`src/fkc_pkg.sv`:
```
// Shared types, constants and helper functions of the two-link arm kinematics unit.
package fkc_pkg;

    // Default parameter values.
    localparam int MAX_POINTS_DEF   = 64;
    localparam int CORDIC_STEPS_DEF = 16;

    // Field and datapath widths.
    localparam int LEN_W     = 31;
    localparam int POS_W     = 32;
    localparam int ANG_W     = 16;
    localparam int NPT_W     = 7;
    localparam int TRIG_W    = 34;
    localparam int ZANG_W    = 35;
    localparam int REG_IDX_W = 2;

    // Configuration register indexes.
    localparam logic [REG_IDX_W-1:0] REG_LINK1  = 2'd0;
    localparam logic [REG_IDX_W-1:0] REG_LINK2  = 2'd1;
    localparam logic [REG_IDX_W-1:0] REG_RADIUS = 2'd2;

    // Register reset values.
    localparam logic [LEN_W-1:0] LINK1_RST  = 31'd65536;
    localparam logic [LEN_W-1:0] LINK2_RST  = 31'd65536;
    localparam logic [LEN_W-1:0] RADIUS_RST = 31'd32768;

    // CORDIC start vector length in Q4.30, the inverse of the infinite gain.
    localparam logic signed [TRIG_W-1:0] CORDIC_GAIN = 34'sd652032874;

    typedef struct packed {
        logic signed [POS_W-1:0] base_x;
        logic signed [POS_W-1:0] base_y;
        logic signed [ANG_W-1:0] joint1_angle;
        logic signed [ANG_W-1:0] joint2_angle;
        logic [NPT_W-1:0]        num_points;
    } t_fkc_in;

    typedef struct packed {
        logic signed [POS_W-1:0] elbow_x;
        logic signed [POS_W-1:0] elbow_y;
        logic signed [POS_W-1:0] tip_x;
        logic signed [POS_W-1:0] tip_y;
        logic signed [ANG_W-1:0] tip_heading;
        logic                    self_collision;
    } t_fkc_out;

    // Arctangent of 2^-i in units of 2^32 per turn.
    function automatic logic [31:0] atan_turn(input logic [4:0] idx);
        logic [31:0] v;
        begin
            case (idx)
                5'd0: v = 32'h20000000;
                5'd1: v = 32'h12E4051E;
                5'd2: v = 32'h09FB385B;
                5'd3: v = 32'h051111D4;
                5'd4: v = 32'h028B0D43;
                5'd5: v = 32'h0145D7E1;
                5'd6: v = 32'h00A2F61E;
                5'd7: v = 32'h00517C55;
                5'd8: v = 32'h0028BE53;
                5'd9: v = 32'h00145F2F;
                5'd10: v = 32'h000A2F98;
                5'd11: v = 32'h000517CC;
                5'd12: v = 32'h00028BE6;
                5'd13: v = 32'h000145F3;
                5'd14: v = 32'h0000A2FA;
                5'd15: v = 32'h0000517D;
                5'd16: v = 32'h000028BE;
                5'd17: v = 32'h0000145F;
                5'd18: v = 32'h00000A30;
                5'd19: v = 32'h00000518;
                5'd20: v = 32'h0000028C;
                5'd21: v = 32'h00000146;
                5'd22: v = 32'h000000A3;
                5'd23: v = 32'h00000051;
                5'd24: v = 32'h00000029;
                5'd25: v = 32'h00000014;
                5'd26: v = 32'h0000000A;
                5'd27: v = 32'h00000005;
                5'd28: v = 32'h00000003;
                5'd29: v = 32'h00000001;
                5'd30: v = 32'h00000001;
                default: v = 32'h00000000;
            endcase
            return v;
        end
    endfunction

    // Saturate a 36-bit position to the 32-bit output range.
    function automatic logic signed [POS_W-1:0] sat_pos(input logic signed [35:0] v);
        logic signed [POS_W-1:0] r;
        begin
            if (v > 36'sd2147483647) begin
                r = 32'sh7FFFFFFF;
            end else if (v < -36'sd2147483648) begin
                r = 32'sh80000000;
            end else begin
                r = v[POS_W-1:0];
            end
            return r;
        end
    endfunction

endpackage

```
`src/fkc_div.sv`:
```
// Restoring divider, one quotient bit per cycle.
module fkc_div #(
    parameter int NW = 34,
    parameter int DW = 7
) (
    input  logic          i_clk,
    input  logic          i_rst_n,
    input  logic          i_start,
    input  logic [NW-1:0] i_num,
    input  logic [DW-1:0] i_den,
    output logic          o_done,
    output logic [NW-1:0] o_quo,
    output logic [DW-1:0] o_rem
);
    import fkc_pkg::*;

    localparam int CNT_W = $clog2(NW + 1);

    logic              r_run;
    logic              r_done;
    logic [CNT_W-1:0]  r_cnt;
    logic [NW-1:0]     r_num;
    logic [DW-1:0]     r_rem;
    logic [DW-1:0]     r_den;
    logic [DW:0]       w_trial;
    logic              w_ge;

    assign w_trial = {r_rem, r_num[NW-1]};
    assign w_ge    = (w_trial >= {1'b0, r_den});

    // Shift the dividend in, subtract when the partial remainder allows.
    always_ff @(posedge i_clk) begin
        if (!i_rst_n) begin
            r_run  <= 1'b0;
            r_done <= 1'b0;
            r_cnt  <= '0;
        end else begin
            r_done <= 1'b0;
            if (!r_run) begin
                if (i_start) begin
                    r_num <= i_num;
                    r_den <= i_den;
                    r_rem <= '0;
                    r_cnt <= '0;
                    r_run <= 1'b1;
                end
            end else begin
                r_rem <= w_ge ? DW'(w_trial - {1'b0, r_den}) : w_trial[DW-1:0];
                r_num <= {r_num[NW-2:0], w_ge};
                r_cnt <= r_cnt + 1'b1;
                if (r_cnt == CNT_W'(NW - 1)) begin
                    r_run  <= 1'b0;
                    r_done <= 1'b1;
                end
            end
        end
    end

    assign o_done = r_done;
    assign o_quo  = r_num;
    assign o_rem  = r_rem;

endmodule

```
`config.mk`:
```
export PLATFORM = sky130hd
export DESIGN_NAME = fkc_div
export DESIGN_NICKNAME = d
export VERILOG_FILES = /design/src/fkc_pkg.sv /design/src/fkc_div.sv
export SDC_FILE = /design/constraint.sdc
export NUM_CORES = 1
export LEC_CHECK = 0
export ABC_AREA = 1
export BUFFER_PORTS_ARGS = -buffer_cell sky130_fd_sc_hd__buf_2
export CAP_MARGIN = 20
export CORE_AREA = 2 2 77 79
export DETAILED_ROUTE_END_ITERATION = 8
export DIE_AREA = 0 0 79 81
export PLACE_DENSITY = 0.83
export SLEW_MARGIN = 0
export SYNTH_ARGS = -nofsm -noshare
export SYNTH_HDL_FRONTEND = slang
export SYNTH_SLANG_ARGS = --single-unit
```
`constraint.sdc`:
```
create_clock -name i_clk -period 4 [get_ports i_clk]
set_input_delay 0.8 -clock i_clk [delete_from_list [all_inputs] [get_ports i_clk]]
set_output_delay 0.8 -clock i_clk [all_outputs]
set_load 0.02 [all_outputs]
```
Yosys cells after proc, flatten, opt, wreduce, memory -nomap -nowiden
Cells that the tools add are included.

operators by class
  add/subtract/negate cells = 2
  order comparisons = 1
  equal/unequal tests = 1
  muxes and demuxes = 11
  bitwise operators = 1
  reduce and logical (&&, ||, !) cells = 4

operators by type and width
  operator             number
  $mux 34              2
  $mux 7               3
  $mux 6               2
  $ge 8x7->1           1
  $sub 7x7->7          1
  $add 6x1->6 const B  1
  $eq 6x6->1 const B   1
  $mux 1               4
  $reduce_and 2->1     2
  $reduce_and 3->1     1
  $reduce_bool 2->1    1
  $not 1->1            1

word-level totals
  bits in registers = 56
  output and inout bits = 42
  word-level logic and storage cells = 26

Longest topological paths before layout
  word-level depth = 3
  depth in mapped cells = 12

Worst setup path before layout
No wires, ideal clock.

  path kind = input -> register
  start = input i_rst_n
  end = register r_num[0] (netlist: o_quo[0]), enable pin
  library setup time = 0.441 ns
  data arrival time = 2.674 ns
  slack = 0.885 ns
  cell stages on the path = 2
  path buffers = 0
  cells stage by stage = inv_1 nor2_1

on the way
  cells in the longest elaborated chain, start to end = 1

RTL lines
  item                        RTL line       RTL
  from (decl)                 fkc_div.sv:7   input logic i_rst_n,
  $reduce_and 2->1 (no line)  --
  to (signal assigned)        fkc_div.sv:41  r_num <= i_num;
  to (signal assigned)        fkc_div.sv:49  r_num <= {r_num[NW-2:0], w_ge};
  to (decl)                   fkc_div.sv:22  logic [NW-1:0] r_num;

Every way passes these cells.
A chain may end at the register's enable or synchronous reset.

Final worst setup path
  start = register r_run
  end = register r_den[1], enable pin

on the way
  cells in the longest elaborated chain, start to end = 2

RTL lines
  item                        RTL line       RTL
  from (decl)                 fkc_div.sv:19  logic r_run;
  from (signal assigned)      fkc_div.sv:34  r_run <= 1'b0;
  from (signal assigned)      fkc_div.sv:45  r_run <= 1'b1;
  from (signal assigned)      fkc_div.sv:52  r_run <= 1'b0;
  $not 1->1 (no line)         --
  $reduce_and 3->1 (no line)  --
  to (signal assigned)        fkc_div.sv:42  r_den <= i_den;
  to (decl)                   fkc_div.sv:24  logic [DW-1:0] r_den;

Every way passes these cells.

==> impl_metrics.toml <==
[run_status]
outcome = "finished, final reports clean"

[synth]
ys_types = 22
ys.flop_type = "edfxtp_1"
async_flop_share_pct = 0
ys_top_cells_by_area = "edfxtp_1 52%, nand2_1 19%, dfxtp_1 5.8%"
netlist_area_mm2 = 0.00278
synth.most_common_cell = "nand2_1"
syn-num-nets = 372
synthTopCellsByCount = "138 x nand2_1, 48 x edfxtp_1, 35 x inv_1"
ys_ff_latch = 56
avgSynthCellArea_um2 = 8.75
yosysWarningCount = 0
synth-edff-count = 48
syn_inst = 318
synth_top_area_cell = "edfxtp_1"
synth.yosys.seq_area_share_pct = 57.6
synth_top_area_share_pct = 51.8

[power_and_ir_drop]
switchingPower_mw = 0.354
powerDensity_mw_per_mm2 = 368
combPwrFrac_pct = 19.4
p_int_mw = 0.890
p_leak_nw = 1.67
swShare_pct = 28.5
peakVddDrop_uv = 205
p_seq_share_pct = 56.8
pwr-share-clk_pct = 23.7

[job]
drv_cap = 0

[finish]
nNetsFinal = 457
antenna-diode-count = 0
area_growth_pct = 21.6
final_layout_size_suffix_gt1_share_pct = 24.5
final_cells = 479

[floorplan]
io_pins = 86
chipHeight_um = 81
core_area_mm2 = 0.00568
rows = 28
initial_core_util_pct = 49.0
fp.dieW_um = 79
fp.dieArea_mm2 = 0.00640

[drt]
drc = 0
drt_pre_antenna_iters = 4
via_per_inst = 4.85
drtIter0Drc = 107
antenna_left = 0
num_vias = 2324
wl_per_cell_um = 12.2
wirelength_mm = 5.87

[setup_path]
cp.arrival_ns = 2.01
cp_top_family = "simple AND/OR/NAND/NOR gates"
required_ns = 3.94
path_cells = "inv_1 -> buf_4 -> nand2_1 -> nor2_1"
worstPathMaxFanout = 38
startpoint = "r_run$_SDFF_PN0_"
crit_buf_inv = 2
worst-setup-path-type = "register to register"
reg2reg_from = "r_run$_SDFF_PN0_"
worstSetupEndpointType = "register"
critPathSlowestCell = "dfxtp_1"
worstSetupStartpointType = "register"
max_stage_delay_ns = 0.54

[timing]
rsz0062_at_grt = "false"
final.setup_skew_ns = 0.00679
worst_pin_slew_ns = 0.694
timing.final.max_slew_violations = 0
finalSetupViolCount = 0
finalCritPeriodShare_pct = 51.6
period_needed_ns = 2.06
tns_ns = 0
hold_viol_final = 0
max_slew_margin_pct = 53.7
timing.fmax_mhz = 485

[cts]
cts_tree = "yes"
clkTransAtPathRegs_ns = 0.09
cts.sinks = 56
clock_path_buffers = 2
cts_buffers = 5
ctsHoldBuffers = 0
cts_setup_buffers = 0
cts-root-buf = "clkbuf_8"
cts_resized = 0
htreeDepth = 2
clock_latency_ns = 0.30

[placement]
gp_congestion = 0.902
dp_hpwl_mm = 4.49
placedCellCount = 470
port_buffers = 85

[grt]
antenna_found_initial = 0
grt-ovfl-total = 0
grt_max_degree = 43
grt_first_pass_wirelength_mm = 9.22
grt_pass1_vias = 2096
grtUsageTotal_pct = 18.4

[hold_path]
hold_path_class = "register to register"
hold_start = "r_cnt[4]$_SDFFE_PN0N_"
-- metal layers --
layer  part of all wire (%)  wire length [um]  global-route usage [%]
met1                     44              2590                    23.9
met2                     47              2740                    30.7
met3                    7.9               461                    4.44
met4                    1.3                74                    5.69
met5                      0                 0                       0
-- worst reg2reg max path, delay by kind of cell (launching register included) --
family | cells | cell delay, ns
DFF | 1 | 0.54
buffers and inverters | 2 | 0.46
and+or+nand+nor | 2 | 0.70
-- placed cells by master, fill, tap and decap left out, types with 2 or more instances in the layout --
master,instances
nor2_4,2
dfxtp_1,8
nand2_1,138
a21oi_1,6
clkbuf_8,5
inv_1,35
o21ai_0,3
buf_4,2
nor2_1,30
edfxtp_1,48
buf_2,85
nand3_1,15
nand4_1,4
ha_1,9
xnor2_1,2
a211oi_1,2
-- state kept, by name, summed over array words and instances (netlist names) --
signal,count
r_den,7
o_quo,34
o_rem,7
r_cnt,6
r_run,1
o_done,1
-- cell families after synthesis --
kind of cell,count (synthesis),synth area share (%)
adders and majority gates,10,4.77
buffers and inverters,45,6.34
and+or+nand+nor,193,28.0
xor gates and xnor gates,2,0.630
DFF,56,57.6
AOI/OAI and AO/OA,12,2.74
-- cell type report --
type	count	area, um2
clock buffers	6	72.6
clock inverters	2	11.3
fillers	537	2290
inverters	35	131
multi-input cells	217	1010
flip-flops and latches	56	1600
well taps	75	93.8
repair buffers	88	460
-- power by group through the flow --
stage                     Clock, mW  Sequential (mW)  Combinational [mW]
after floorplan                   0            0.749               0.127
after global placement            0            0.720               0.231
after detailed placement          0            0.719               0.240
after CTS                     0.302            0.707               0.239
after global routing          0.322            0.712               0.270
final                         0.295            0.707               0.242
-- stage by stage --
| step | hold slack [ns] | area (um2) | util, % | power, mW | setup WS, ns |
|---|---|---|---|---|---|
| global route | 0.530 | 3380 | 59.6 | 1.30 | 1.68 |
| detailed placement | 0.492 | 3280 | 57.8 | 0.959 | 1.45 |
| CTS | 0.512 | 3360 | 59.3 | 1.25 | 1.42 |
| floorplan | 0.461 | 2780 | - | 0.877 | 0.885 |
| global placement | 0.484 | 3280 | 57.8 | 0.951 | 1.52 |
| finish | 0.512 | 3380 | 59.6 | 1.24 | 1.94 |
-- path summary, 6_finish.rpt --
path | slack (ns) | cells past startpoint | endpoint
worst min-delay path | 0.51 | 1 | r_cnt[4]$_SDFFE_PN0N_
worst max register to register | 1.94 | 4 | r_den[1]$_DFFE_PP_
worst max-delay path | 1.94 | 4 | r_den[1]$_DFFE_PP_
worst min register to register | 0.51 | 1 | r_cnt[4]$_SDFFE_PN0N_
No activity file was read; power rests on OpenSTA's default activity.
